==> config.mk <==
export PLATFORM = sky130hd
export DESIGN_NAME = packet_protocol_flag_counter_unit
export DESIGN_NICKNAME = d
export VERILOG_FILES = /design/src/rtl/core/ppfc_pkg.sv /design/src/rtl/core/ppfc_parser.sv /design/src/rtl/core/ppfc_counters.sv /design/src/rtl/core/packet_protocol_flag_counter_unit.sv
export SDC_FILE = /design/constraint.sdc
export NUM_CORES = 1
export LEC_CHECK = 0
export BUFFER_PORTS_ARGS = -buffer_cell sky130_fd_sc_hd__buf_2
export CORE_MARGIN = 2
export CORE_UTILIZATION = 63
export CTS_CLUSTER_SIZE = 40
export DETAILED_ROUTE_END_ITERATION = 10
export GPL_TIMING_DRIVEN = 0
export PLACE_DENSITY = 0.91
export SYNTH_ARGS = -nofsm -noshare
export SYNTH_HDL_FRONTEND = slang
export SYNTH_SLANG_ARGS = --single-unit
==> constraint.sdc <==
create_clock -name clk -period 21.2 [get_ports clk]
set_input_delay 4.24 -clock clk [delete_from_list [all_inputs] [get_ports clk]]
set_output_delay 4.24 -clock clk [all_outputs]
set_load 0.03 [all_outputs]
==> src/rtl/core/ppfc_pkg.sv <==
package ppfc_pkg;

	// widths
	localparam int COUNTER_BITS = 32;
	localparam int OFFSET_BITS  = 16;
	localparam int OUT_BITS     = 32;
	localparam int NUM_COUNTERS = 9;
	localparam int RESULT_BITS  = NUM_COUNTERS * OUT_BITS;
	// header positions reach at most 255 + 4*15 + 13, which needs 9 bits
	localparam int CMP_BITS     = (OFFSET_BITS > 9) ? OFFSET_BITS : 9;

	typedef logic [COUNTER_BITS-1:0] cnt_t;
	typedef logic [OFFSET_BITS-1:0]  off_t;
	typedef logic [CMP_BITS-1:0]     pos_t;

	// counter slots, in result order
	localparam int IDX_TOTAL   = 0;
	localparam int IDX_TCP     = 1;
	localparam int IDX_UDP     = 2;
	localparam int IDX_SYN     = 3;
	localparam int IDX_SYN_ACK = 4;
	localparam int IDX_ACK     = 5;
	localparam int IDX_FIN_ACK = 6;
	localparam int IDX_RST     = 7;
	localparam int IDX_RST_ACK = 8;

	// tcp flag bit positions
	localparam int FLAG_FIN = 0;
	localparam int FLAG_SYN = 1;
	localparam int FLAG_RST = 2;
	localparam int FLAG_ACK = 4;

	localparam logic [7:0] PROTO_TCP = 8'd6;
	localparam logic [7:0] PROTO_UDP = 8'd17;

	localparam logic [7:0] IP_HDR_OFS     = 8'd9;
	localparam logic [7:0] TCP_FLAGS_OFS  = 8'd13;
	localparam logic [7:0] LINK_LEN_RESET = 8'd14;

	// register map (word index)
	localparam logic REG_LINK_LEN = 1'b0;

	// counter increments, packed so that bit i belongs to counter slot i
	typedef struct packed {
		logic rst_ack;
		logic rst;
		logic fin_ack;
		logic ack;
		logic syn_ack;
		logic syn;
		logic udp;
		logic tcp;
		logic total;
	} bump_t;

	function automatic logic [OUT_BITS-1:0] to_out(cnt_t c);
		logic [63:0] w;
		w = 64'(c);
		return w[OUT_BITS-1:0];
	endfunction

endpackage

==> src/rtl/core/ppfc_parser.sv <==
module ppfc_parser (
	input  logic                clk,
	input  logic                arst_n,
	input  logic                step,
	input  logic [7:0]          data_byte,
	input  logic                last_byte,
	input  logic [7:0]          link_header_length,
	output ppfc_pkg::bump_t     bump
);

	ppfc_pkg::off_t off_q, off_d;
	logic [3:0]     ihw_q, ihw_d;
	logic [7:0]     proto_q, proto_d;
	logic [7:0]     flags_q, flags_d;

	ppfc_pkg::pos_t off_c, base_c, flag_pos;
	logic           hdr_hit, proto_hit, flag_hit;
	logic           syn, ack, rst, fin, is_tcp;

	always_comb begin
		off_c    = ppfc_pkg::CMP_BITS'(off_q);
		base_c   = ppfc_pkg::CMP_BITS'(link_header_length);
		flag_pos = base_c + ppfc_pkg::CMP_BITS'({ihw_q, 2'b00})
			+ ppfc_pkg::CMP_BITS'(ppfc_pkg::TCP_FLAGS_OFS);
		hdr_hit   = off_c == base_c;
		proto_hit = off_c == base_c + ppfc_pkg::CMP_BITS'(ppfc_pkg::IP_HDR_OFS);
		flag_hit  = (off_c > base_c) && (off_c == flag_pos);

		// captures including the current word, so a last word can count itself
		ihw_d   = hdr_hit   ? data_byte[3:0] : ihw_q;
		proto_d = proto_hit ? data_byte      : proto_q;
		flags_d = flag_hit  ? data_byte      : flags_q;

		off_d = (&off_q) ? off_q : off_q + ppfc_pkg::OFFSET_BITS'(1);
	end

	always_ff @(posedge clk or negedge arst_n) begin
		if (!arst_n) begin
			off_q   <= '0;
			ihw_q   <= '0;
			proto_q <= '0;
			flags_q <= '0;
		end else if (step) begin
			if (last_byte) begin
				off_q   <= '0;
				ihw_q   <= '0;
				proto_q <= '0;
				flags_q <= '0;
			end else begin
				off_q   <= off_d;
				ihw_q   <= ihw_d;
				proto_q <= proto_d;
				flags_q <= flags_d;
			end
		end
	end

	// classification of the finished packet
	always_comb begin
		syn    = flags_d[ppfc_pkg::FLAG_SYN];
		ack    = flags_d[ppfc_pkg::FLAG_ACK];
		rst    = flags_d[ppfc_pkg::FLAG_RST];
		fin    = flags_d[ppfc_pkg::FLAG_FIN];
		is_tcp = proto_d == ppfc_pkg::PROTO_TCP;

		bump       = '0;
		bump.total = 1'b1;
		bump.tcp   = is_tcp;
		bump.udp   = proto_d == ppfc_pkg::PROTO_UDP;
		if (is_tcp) begin
			priority if (syn && ack) begin
				bump.syn_ack = 1'b1;
			end else if (fin && ack) begin
				bump.fin_ack = 1'b1;
			end else if (rst && ack) begin
				bump.rst_ack = 1'b1;
			end else begin
				bump.syn = syn;
				bump.ack = ack;
				bump.rst = rst;
			end
		end
	end

endmodule

==> src/rtl/core/ppfc_counters.sv <==
module ppfc_counters (
	input  logic                                                  clk,
	input  logic                                                  arst_n,
	input  logic                                                  step,
	input  ppfc_pkg::bump_t                                       bump,
	output logic [ppfc_pkg::NUM_COUNTERS-1:0][ppfc_pkg::OUT_BITS-1:0] result
);

	ppfc_pkg::cnt_t                          cnt_q [ppfc_pkg::NUM_COUNTERS];
	ppfc_pkg::cnt_t                          cnt_d [ppfc_pkg::NUM_COUNTERS];
	logic [ppfc_pkg::NUM_COUNTERS-1:0]       inc;

	assign inc = bump;

	// saturating increment; result shows the counts after this packet
	always_comb begin
		for (int i = 0; i < ppfc_pkg::NUM_COUNTERS; i++) begin
			cnt_d[i]  = (inc[i] && !(&cnt_q[i])) ? cnt_q[i] + ppfc_pkg::COUNTER_BITS'(1)
				: cnt_q[i];
			result[i] = ppfc_pkg::to_out(cnt_d[i]);
		end
	end

	always_ff @(posedge clk or negedge arst_n) begin
		if (!arst_n) begin
			for (int i = 0; i < ppfc_pkg::NUM_COUNTERS; i++) begin
				cnt_q[i] <= '0;
			end
		end else if (step) begin
			for (int i = 0; i < ppfc_pkg::NUM_COUNTERS; i++) begin
				cnt_q[i] <= cnt_d[i];
			end
		end
	end

`ifndef SYNTHESIS
	// every tcp packet is also counted in total
	a_total_ge_tcp: assert property (@(posedge clk) disable iff (!arst_n)
		cnt_q[ppfc_pkg::IDX_TOTAL] >= cnt_q[ppfc_pkg::IDX_TCP])
		else $error("tcp count exceeds total");

	// combined flag classes exclude each other and the single classes
	a_class_excl: assert property (@(posedge clk) disable iff (!arst_n)
		step && (bump.syn_ack || bump.fin_ack || bump.rst_ack) |->
			$onehot({bump.syn_ack, bump.fin_ack, bump.rst_ack})
			&& !bump.syn && !bump.ack && !bump.rst)
		else $error("flag classes overlap");
`endif

endmodule

==> src/rtl/core/packet_protocol_flag_counter_unit.sv <==
// channel  | dir | handshake                  | payload
// s_*      | in  | s_tvalid / s_tready        | s_tdata[7:0] data_byte, s_tlast last_byte
// m_*      | out | m_tvalid / m_tready        | m_tdata: nine 32-bit counters
// apb      | in  | psel, penable, pready=1    | reg 0 at 0x0: link_header_length[7:0]
//
// one word per cycle while s_tready holds; each word passes the input register, and the
// counter update of a last word enters the result register as that word leaves it;
// every word but the last of a packet is consumed without a result
// s_tready drops only when a last word waits on a full, stalled result register
// reset clears position, captures, counters; link_header_length returns to 14
module packet_protocol_flag_counter_unit (
	input  logic                              clk,
	input  logic                              arst_n,
	// input stream
	input  logic                              s_tvalid,
	output logic                              s_tready,
	input  logic [7:0]                        s_tdata,   // [7:0] data_byte
	input  logic                              s_tlast,   // last_byte
	// result stream
	output logic                              m_tvalid,
	input  logic                              m_tready,
	// [31:0] total_packets, [63:32] tcp_packets, [95:64] udp_packets,
	// [127:96] syn_count, [159:128] syn_ack_count, [191:160] ack_count,
	// [223:192] fin_ack_count, [255:224] rst_count, [287:256] rst_ack_count
	output logic [ppfc_pkg::RESULT_BITS-1:0]  m_tdata,
	// configuration
	input  logic                              psel,
	input  logic                              penable,
	input  logic                              pwrite,
	input  logic [2:0]                        paddr,
	input  logic [31:0]                       pwdata,
	output logic [31:0]                       prdata,
	output logic                              pready
);

	// config register
	logic [7:0] link_len_q;
	logic       reg_idx;
	logic       cfg_wr;

	assign pready  = 1'b1;
	assign reg_idx = paddr[2];
	assign cfg_wr  = psel && penable && pwrite && pready && (reg_idx == ppfc_pkg::REG_LINK_LEN);
	assign prdata  = (reg_idx == ppfc_pkg::REG_LINK_LEN) ? 32'(link_len_q) : '0;

	always_ff @(posedge clk or negedge arst_n) begin
		if (!arst_n) begin
			link_len_q <= ppfc_pkg::LINK_LEN_RESET;
		end else if (cfg_wr) begin
			link_len_q <= pwdata[7:0];
		end
	end

	// input register
	logic       valid_s1;
	logic [7:0] data_s1;
	logic       last_s1;
	logic       s_fire;
	logic       advance;
	logic       emit;

	// a non-last word never waits; a last word needs room in the result register
	assign advance  = valid_s1 && (!last_s1 || !m_tvalid || m_tready);
	assign emit     = advance && last_s1;
	assign s_tready = !valid_s1 || advance;
	assign s_fire   = s_tvalid && s_tready;

	always_ff @(posedge clk or negedge arst_n) begin
		if (!arst_n) begin
			valid_s1 <= 1'b0;
		end else if (s_fire) begin
			valid_s1 <= 1'b1;
		end else if (advance) begin
			valid_s1 <= 1'b0;
		end
	end

	always_ff @(posedge clk) begin
		if (s_fire) begin
			data_s1 <= s_tdata;
			last_s1 <= s_tlast;
		end
	end

	// header parsing and flag classification
	ppfc_pkg::bump_t bump;

	ppfc_parser u_parser (
		.clk                (clk),
		.arst_n             (arst_n),
		.step               (advance),
		.data_byte          (data_s1),
		.last_byte          (last_s1),
		.link_header_length (link_len_q),
		.bump               (bump)
	);

	// saturating statistics counters
	logic [ppfc_pkg::NUM_COUNTERS-1:0][ppfc_pkg::OUT_BITS-1:0] result;

	ppfc_counters u_counters (
		.clk    (clk),
		.arst_n (arst_n),
		.step   (emit),
		.bump   (bump),
		.result (result)
	);

	// result register
	logic m_valid_q;

	assign m_tvalid = m_valid_q;

	always_ff @(posedge clk or negedge arst_n) begin
		if (!arst_n) begin
			m_valid_q <= 1'b0;
		end else if (emit) begin
			m_valid_q <= 1'b1;
		end else if (m_tready) begin
			m_valid_q <= 1'b0;
		end
	end

	always_ff @(posedge clk) begin
		if (emit) begin
			m_tdata <= result;
		end
	end

`ifndef SYNTHESIS
	// a stalled result is never overwritten by a new packet end
	a_no_overwrite: assert property (@(posedge clk) disable iff (!arst_n)
		(m_tvalid && !m_tready) |-> !emit)
		else $error("result overwritten while stalled");

	// a result only appears after a last word left the input register
	a_result_src: assert property (@(posedge clk) disable iff (!arst_n)
		$rose(m_tvalid) |-> $past(valid_s1 && last_s1))
		else $error("result without packet end");
`endif

endmodule
# --- Word-level counts from Yosys, hierarchy flattened ---
# Cells that the tools add are included.
word_totals:
  ff_bits: 627
  in_bits: 51
  output_inout_bits: 323
  wordCells: 121
op_classes:
  addsub: 13
  order_cmp: 1
  n_eq_ne: 6
  n_mux: 34
  n_bitwise: 1
  n_reduce_logical: 47
op_table:
  columns: ["operator", "n"]
  rows:
  - ["$add 32x1->32 const B", 9]
  - ["$mux 32", 9]
  - ["$reduce_and 32->1", 9]
  - ["$eq 16x16->1", 2]
  - ["$mux 16", 2]
  - ["$mux 8", 3]
  - ["$logic_and 1x1->1", 18]
  - ["$add 16x1->16 const B", 1]
  - ["$add 16x4->16 const B", 1]
  - ["$eq 16x8->1", 1]
  - ["$gt 16x8->1", 1]
  - ["$reduce_and 16->1", 1]
  - ["$mux 1", 13]
  - ["$mux 4", 3]
  - ["$logic_not 1->1", 11]
  - ["$mux 5", 2]
  - ["$add 8x4->9 const B", 1]
  - ["$add 8x6->9", 1]
  - ["$eq 8x3->1 const B", 1]
  - ["$eq 8x5->1 const B", 1]
  - ["$mux 6", 1]
  - ["$reduce_bool 2->1", 3]
  - ["$reduce_and 2->1", 2]
  - ["$logic_or 1x1->1", 3]
  - ["3 further kinds", 3]

# --- Logic depth before layout (Yosys ltp) ---
# Gate-level depths: netlist of run 1.
logic_depth:
  ltp_word: 12
  ltp_mapped: 15

# --- Hierarchy ---
# From an unflattened synthesis of run 1, not the netlist that was laid out.
hier_totals:
  cells_unflattened: 2848
  area_unflattened_um2: 31804.3
by_module_without_submodules:
  columns: ["mod", "n_inst", "cells_per_inst", "area_each_um2"]
  rows:
  - ["ppfc_counters", 1, 2134, 19287.2]
  - ["packet_protocol_flag_counter_unit", 1, 359, 9600.5]
  - ["ppfc_parser", 1, 355, 2916.5]

# --- Worst setup path after synthesis of run 1 ---
# OpenSTA, ideal clock, no wires.
synth_timing:
  path_kind: "input -> register"
  startpoint: "input port m_tready"
  endpoint: "register m_tdata[0] (netlist bit), enable pin"
  setup_time_ns: 0.765
  arrival_ns: 13.660
  path_slack_ns: 6.775
  stages: 9
  path_buffers: 5
  cell_sequence: "nand3b_1 and2_1 clkbuf_1 nand2_1 inv_1 clkbuf_1 clkbuf_1 clkbuf_1 clkbuf_1"
synth_via:
  elab_chain_cells: 3
synth_lines:
  columns: ["item", "line_no", "rtl"]
  rows:
  - ["from (decl)", "packet_protocol_flag_counter_unit.sv:21", "input logic m_tready,"]
  - ["$logic_or 1x1->1", "packet_protocol_flag_counter_unit.sv:63", "assign advance = valid_s1 && (!last_s1 || !m_tvalid || m_tready);"]
  - ["$logic_and 1x1->1", "packet_protocol_flag_counter_unit.sv:63", null]
  - ["$logic_and 1x1->1", "packet_protocol_flag_counter_unit.sv:64", "assign emit = advance && last_s1;"]
  - ["via emit", "packet_protocol_flag_counter_unit.sv:60", "logic emit;"]
  - ["to (signal assigned)", "packet_protocol_flag_counter_unit.sv:126", "m_tdata <= result;"]
  - ["to (decl)", "packet_protocol_flag_counter_unit.sv:25", "output logic [ppfc_pkg::RESULT_BITS-1:0] m_tdata,"]
# The timed path passes the listed nets, and every way through them passes these cells.
# A chain may end at the register's enable or synchronous reset.

# --- Final worst setup path of run 1 ---
layout_timing:
  startpoint: "input port m_tready"
  endpoint: "output port s_tready"
layout_via:
  elab_chain_cells: 3
layout_lines:
  columns: ["item", "line_no", "rtl"]
  rows:
  - ["$logic_or 1x1->1", "packet_protocol_flag_counter_unit.sv:63", null]
  - ["$logic_and 1x1->1", "packet_protocol_flag_counter_unit.sv:63", null]
  - ["$logic_or 1x1->1", "packet_protocol_flag_counter_unit.sv:65", "assign s_tready = !valid_s1 || advance;"]
  - ["to (decl)", "packet_protocol_flag_counter_unit.sv:16", "output logic s_tready,"]
# No other way between the ends.

==> summary.md, run 1 <==
| Metric | Value |
|---|---|
| Cts bufs inserted | `61` |
| CP startpoint | `m_tready` |
| Final GP Congestion | `~0.90` |
| Yosys warns | `0` |
| Critical-path top delay cell | `buf_2` |
| Nets@finish | `3,151` |
| # IOs | `between 300 and 400` |
| P per Cell Area | `77.9 mW/mm^2` |
| Number of synthesized flops with an enable pin | `297` |
| Crit. End Element | `output port` |
| Critical path peak fanout | `3` |
| CP peak stage delay | `220 ps` |
| Achievable Freq | `111 MHz` |
| Launch point of the worst reg-to-reg path | `last_s1` |
| Max-slew violations | `0` |
| Synth Instances | `2,662` |
| Slew HR | `0.233` |
| RSZ-0062 raised after global routing | `no` |
| Outcome | `finished, final reports clean` |
| Arr. time, crit path | `4770 ps` |
| Vias/cell | `5.93` |
| Worst R2R Path Depth | `11` |
| Setup Fix Bufs, Post-CTS | `0` |
| H-tree depth | `2` |
| Least-Margin Pin Slew | `between 1000 and 1500 ps` |
| Cell with the most instances after synthesis | `xnor2_1` |
| Pin count of the biggest net entering global routing | `104` |
| Min-Delay Path Class | `flip-flop to flip-flop` |
| CTS tree | `yes` |
| Clk Latency, worst-skew pair | `630 ps` |
| Overall Power | `2.72 mW` |
| Antenna viol nets, final | `0` |
| Port Buffers | `321` |
| Required @ worst endpoint | `16,960 ps` |
| DPL Wire Length | `around 52,000 microns` |
| Gr usage total | `0.296` |
| Most frequent cells after synthesis | `xnor2_1, dfrtp_1, edfxtp_1` |
| WS Path Type | `input port to output port` |
| Layout cells sized above 1 | `0.174` |
| DR iter-0 viols | `2,321` |
| Initial antenna violation count | `1` |
| Most area-consuming cells after synthesis | `edfxtp_1, dfrtp_1, xnor2_1` |
| Hold Buf Count CTS | `0` |
| Synth Area per Inst | `11.3 sq um` |
| Full die area | `between 0.04 and 0.05 sq mm` |
| Most used DFF post-synth | `dfrtp_1` |
| Total clock sinks | `about 630` |
| Max IR drop VDD | `0.0000737 V` |
| Via total after detailed routing | `22,200` |
| Tmin final | `9010 ps` |
| Grt ovf | `0` |
| Antenna diodes | `0` |
| Residual DRC | `0` |
| CTS-repair resized insts | `0` |
| Setup TNS | `0 ps` |
| Reg clk slew, reported paths | `approximately 60 ps` |
| Flops & latches, synth | `627` |
| DR WL/cell | `19.8 microns` |
| First-pass GRT wire length | `117,000 microns` |
| Buf/Inv on CP | `2` |
| Area leader, netlist | `edfxtp_1` |
| R2R Path End | `m_tdata[227]` |
| Root Buffer Master | `clkbuf_16` |
| Clk buf depth | `3` |
| Area Overhead vs Synth | `15.8%` |
| Util after Layout | `0.736` |
| Crit path to | `s_tready` |
| CP Cell Sequence | `buf_2, nand4b_1, buf_2` |
| Hold_ws | `510 ps` |
| Core footprint | `0.0475 sq mm` |
| Flop2flop setup slack | `15,390 ps` |
| Leakage power | `15.8 nW` |
| Vias in the first global route | `21,700` |
| Initial core utilization | `0.635` |
| Crit-path leading delay family | `buffers and inverters` |
| Final setup viols | `0` |
| Synth top area share | `0.295` |
| Crit share post-route | `0.425` |
| Drt pass-1 iters | `6` |
| Most used cell, CP | `buf_2` |
| Startpoint types | `input port` |
| MaxCap Viol Count | `0` |
| # rows | `80` |
| Total Wirelength | `74,200 microns` |
| Sequential area share after synthesis | `0.569` |
| Post-synth ARST share | `0.526` |
| Cell variety after synth | `68` |
| Final hold violations | `0` |
| Clock Skew | `21.8 ps` |
| Crit path depth | `3` |
| Die height | `223 microns` |
| Cell area after synthesis | `0.0302 sq mm` |
| Fillers | `3,060` |
| Die Wd | `223 microns` |
-- kinds of logic (layout without fill, tap and decap cells) --
logic type | count (synthesis) | in the layout | share of synthesized area
AO/OA/AOI/OAI | 70 | 70 | 0.0159
XOR/XNOR | 589 | 589 | 0.171
adder cells (fa/ha/maj) | 24 | 24 | 0.0102
buffers and inverters | 164 | 608 | 0.0254
flip-flops | 627 | 627 | 0.569
multiplexers | 48 | 48 | 0.0176
other | 2 | 25 | 0.000249
AND/OR/NAND/NOR | 1138 | 1138 | 0.191
-- through the flow --
stage	instances	area [sq um]	worst slack [ps]
floorplan	2685	30300	6770
global placement	3621	32700	2250
detailed placement	3628	32900	11630
CTS	3744	35000	12180
global route	3744	35000	12020
finish	3744	35000	12190
-- layer usage --
layer | part of all wire | track usage
met1 | 0.41 | 0.398
met3 | 0.070 | 0.0493
met4 | 0.052 | 0.149
met5 | 0 | 0
met2 | 0.47 | 0.470
-- area by class of cell --
type	instances	area, sq um	area share
plain buffers	126	627	0.0179
multi-input cells	1894	12300	0.353
repair buffers	328	1810	0.0517
clock inverters	36	447	0.0128
clock buffers	80	1660	0.0474
well taps	615	769	0.0220
inverters	38	143	0.00408
flip-flops and latches	627	17200	0.491
-- flip-flops by register name, summed over array words and instances (netlist names) --
name and count:
u_parser.off_c 16, m_tdata 288, u_parser.flags_q 4, u_parser.proto_q 8, valid_s1 1, link_len_q 8, u_counters.cnt_q 288, m_tvalid 1
data_s1 8, last_s1 1, u_parser.ihw_q 4
-- worst min path at each step --
| stage | start | end | slack [ps] | cells after the start |
|---|---|---|---|---|
| finish | u_counters.cnt_q[27] | u_counters.cnt_q[27] | 510 | 1 |
| global route | u_counters.cnt_q[122] | u_counters.cnt_q[122] | 520 | 1 |
| CTS | u_counters.cnt_q[27] | u_counters.cnt_q[27] | 510 | 1 |
| detailed placement | u_counters.cnt_q[242] | u_counters.cnt_q[242] | 500 | 1 |
| global placement | u_parser.flags_q[0] | u_parser.flags_q[0] | 490 | 2 |
| floorplan | u_parser.flags_q[0] | u_parser.flags_q[0] | 460 | 2 |
-- power by group --
group	internal [mW]	switching [mW]
sequential	1.31	0.0241
combinational	0.0857	0.170
clock	0.663	0.477
-- cell usage in the layout (no fill, tap or decap), types with 61 or more instances in the layout --
| cell | n |
|---|---|
| edfxtp_1 | 297 |
| buf_2 | 350 |
| clkbuf_16 | 61 |
| clkbuf_1 | 76 |
| xor2_1 | 224 |
| nand2_1 | 294 |
| nand3_1 | 173 |
| nor2_1 | 175 |
| nor3_1 | 96 |
| dfrtp_1 | 327 |
| xnor2_1 | 364 |
| nand4_1 | 103 |
| and3_1 | 107 |
(Power assumes the default switching activity.)
==> inputs of run 2 (changes only) <==
--- a/config.mk
+++ b/config.mk
@@ -5,13 +5,14 @@
 export SDC_FILE = /design/constraint.sdc
 export NUM_CORES = 1
 export LEC_CHECK = 0
+export ABC_AREA = 1
 export BUFFER_PORTS_ARGS = -buffer_cell sky130_fd_sc_hd__buf_2
 export CORE_MARGIN = 2
-export CORE_UTILIZATION = 63
+export CORE_UTILIZATION = 54
 export CTS_CLUSTER_SIZE = 40
 export DETAILED_ROUTE_END_ITERATION = 10
 export GPL_TIMING_DRIVEN = 0
-export PLACE_DENSITY = 0.91
+export PLACE_DENSITY = 0.82
 export SYNTH_ARGS = -nofsm -noshare
 export SYNTH_HDL_FRONTEND = slang
 export SYNTH_SLANG_ARGS = --single-unit
==> constraint.sdc (replaced) <==
create_clock -name clk -period 8.05 [get_ports clk]
set_input_delay 1.61 -clock clk [delete_from_list [all_inputs] [get_ports clk]]
set_output_delay 1.61 -clock clk [all_outputs]
set_load 0.03 [all_outputs]
==> summary.md, run 2 <==
| Metric | Value |
|---|---|
| Synth Area per Inst | `8.14 sq um (-28%)` |
| Most frequent cells after synthesis | `nand2_1, inv_1, dfrtp_1` |
| Yosys warns | `0 (unchanged)` |
| Slew HR | `0.102 (-0.131)` |
| Vias in the first global route | `28,200 (+30%)` |
| Arr. time, crit path | `4990 ps (+220 ps)` |
| Startpoint types | `input port` |
| WS Path Type | `input port to flip-flop` |
| Achievable Freq | `211 MHz` |
| DR iter-0 viols | `2,526 (+8.8%)` |
| Crit. End Element | `flip-flop` |
| Final setup viols | `0 (unchanged)` |
| Util after Layout | `0.628 (-0.108)` |
| Reg clk slew, reported paths | `60 ps (about the same)` |
| Vias/cell | `5.40 (-8.9%)` |
| DR WL/cell | `18.0 microns (-9.3%)` |
| Synth top area share | `0.262 (-0.0336)` |
| Hold path cells | `2 (+1)` |
| Full die area | `0.0651 sq mm (+31%)` |
| Setup Fix Bufs, Post-CTS | `0 (unchanged)` |
| Most frequent cells in the layout | `nand2_1, inv_1, buf_2` |
| Crit-path leading delay family | `buffers and inverters` |
| Pin count of the biggest net entering global routing | `115 (+11%)` |
| Tmin final | `between 4000 and 5000 ps` |
| Port Buffers | `321 (unchanged)` |
| Final GP Congestion | `0.969 (+7.6%)` |
| Max-slew violations | `0 (unchanged)` |
| P per Cell Area | `226 mW/mm^2 (+190%)` |
| Cell with the most instances after synthesis | `nand2_1` |
| Commonest non-fill, non-tap cell in the layout | `nand2_1` |
| Clock Skew | `23.2 ps (+1.33 ps)` |
| Hold_ws | `483 ps (-27.6 ps)` |
| Routing usage on met1 | `0.400 (+0.00196)` |
| Worst R2R Path Depth | `19 (+8)` |
| Critical path peak fanout | `114 (+111)` |
| Leakage power | `17.3 nW (+9.9%)` |
| Required @ worst endpoint | `8300 ps (-8660 ps)` |
| Routing usage on met2 | `0.492 (+0.0220)` |
| DPL Wire Length | `73,000 microns (+41%)` |
| MaxCap Viol Count | `0 (unchanged)` |
| Clk buf depth | `3 (unchanged)` |
| # rows | `92 (+15%)` |
| Via total after detailed routing | `29,800 (+34%)` |
| Post-synth ARST share | `0.526 (unchanged)` |
| Initial antenna violation count | `0 (-1)` |
| RSZ-0062 raised after global routing | `no` |
| M3 GR Usage | `0.0508 (+0.00159)` |
| Cell area after synthesis | `0.0341 sq mm (+13%)` |
| Antenna viol nets, final | `0 (unchanged)` |
| Least-Margin Pin Slew | `1350 ps (+229 ps)` |
| Clk Latency, worst-skew pair | `620 ps (about the same)` |
| First-pass GRT wire length | `153,000 microns (+31%)` |
| Grt ovf | `0 (unchanged)` |
| Nets@finish | `4,683 (+49%)` |
| Most area-consuming cells after synthesis | `edfxtp_1, dfrtp_1, nand2_1` |
| H-tree depth | `3 (+1)` |
| Outcome | `finished, final reports clean` |
| Sequential area share after synthesis | `0.504 (-0.0647)` |
| Die height | `255 microns (+14%)` |
| Buf/Inv on CP | `7 (+5)` |
| Number of synthesized flops with an enable pin | `297 (unchanged)` |
| Drt pass-1 iters | `5 (-1)` |
| Min-Delay Path Class | `flip-flop to flip-flop` |
| CTS tree | `yes` |
| Area leader, netlist | `edfxtp_1` |
| Max IR drop VDD | `0.000161 V (+120%)` |
| Flops & latches, synth | `627 (unchanged)` |
| Post-Layout Cell Count | `5,511 (+47%)` |
| Final hold violations | `0 (unchanged)` |
| Hold Buf Count CTS | `0 (unchanged)` |
| Grt peak-use layer | `met2` |
| Layout cells sized above 1 | `0.136 (-0.0380)` |
| Core footprint | `0.0627 sq mm (+32%)` |
| CP peak stage delay | `770 ps (+550 ps)` |
| Dpl cells | `5,381 (+48%)` |
| Cts bufs inserted | `71 (+16%)` |
| Most used cell, CP | `clkbuf_1` |
| Most used DFF post-synth | `dfrtp_1` |
| Initial core utilization | `0.543 (-0.0920)` |
| Total clock sinks | `627 (unchanged)` |
| Crit path depth | `9 (+6)` |
| CTS-repair resized insts | `0 (unchanged)` |
| Cell variety after synth | `51 (-25%)` |
| DP Area | `0.0370 sq mm (+13%)` |
| Critical-path top delay cell | `clkbuf_1` |
| # IOs | `374 (unchanged)` |
| Total Wirelength | `99,000 microns (+34%)` |
| Root Buffer Master | `clkbuf_16` |
| Area Overhead vs Synth | `15.6%` |
| CP Cell Sequence | `buf_2, inv_1, a31oi_1, clkbuf_1, nand2_1, clkinv_1, clkbuf_1, clkbuf_8, buf_16` |
| Residual DRC | `0 (unchanged)` |
| Post-route cell area | `0.0394 sq mm (+13%)` |
| Die Wd | `255 microns (+14%)` |
| Crit share post-route | `0.590` |
| Gr usage total | `0.303 (+0.00671)` |
| Synth Instances | `4,186 (+57%)` |
==> run 2: layout make-up <==
| class | instances | area [sq um] |
|---|---|---|
| inverter | 437 | 1640 |
| sequential | 627 | 17200 |
| antenna | 1 | 2.50 |
| clock buffer | 88 | 1910 |
| tap | 846 | 1060 |
| clock inverter | 41 | 499 |
| multi-input combinational | 2990 | 14500 |
| timing repair buffer | 326 | 1750 |
| fill | 5390 | 23300 |
| buffer | 155 | 812 |
==> run 2: path summary, 6_finish.rpt <==
| check | slack [ps] | to | startpoint |
|---|---|---|---|
| setup / recovery | 3300 | m_tdata[31] | m_tready |
| hold / removal | 480 | u_counters.cnt_q[216] | u_counters.cnt_q[216] |
| setup reg to reg | 3390 | m_tdata[140] | link_len_q[2] |
| hold reg to reg | 480 | u_counters.cnt_q[216] | u_counters.cnt_q[216] |
| max in group asynchronous | 5860 | u_counters.cnt_q[203] | arst_n |
| min in group asynchronous | 960 | u_counters.cnt_q[79] | arst_n |
==> run 2: power breakdown <==
part,internal (mW),switching [mW]
sequential,3.73,0.257
clock,2.02,1.36
combinational,0.433,1.11
==> run 2: logic make-up after synthesis <==
group | share of synthesized area
xor gates and xnor gates | 0.0609
and+or+nand+nor | 0.295
buffers and inverters | 0.0717
DFF | 0.504
other | 0.000220
AOI/OAI and AO/OA | 0.0590
adders and majority gates | 0.00903
==> run 2: per-layer routing <==
layer	wire (microns)	share of wire	up-vias
met5	0	0	-
met4	4100	0.041	0
met3	6900	0.070	208
met2	46600	0.47	1105
met1	41400	0.42	14100
li1	-	-	14400
==> run 2: per-stage QoR <==
step / setup TNS, ps / worst slack, ps / total power, mW
finish: 0 / 3300 / 8.91
global route: 0 / 3060 / 9.29
CTS: 0 / 3250 / 8.95
detailed placement: 0 / 2600 / 5.57
global placement: -884920 / -1490 / 5.54
floorplan: 0 / 1220 / 5.08
==> run 2: worst min-delay path: stages, from the launching register on <==
cell	delay, ps
dfrtp_1	340
nand2_1	50
nand2_1	60
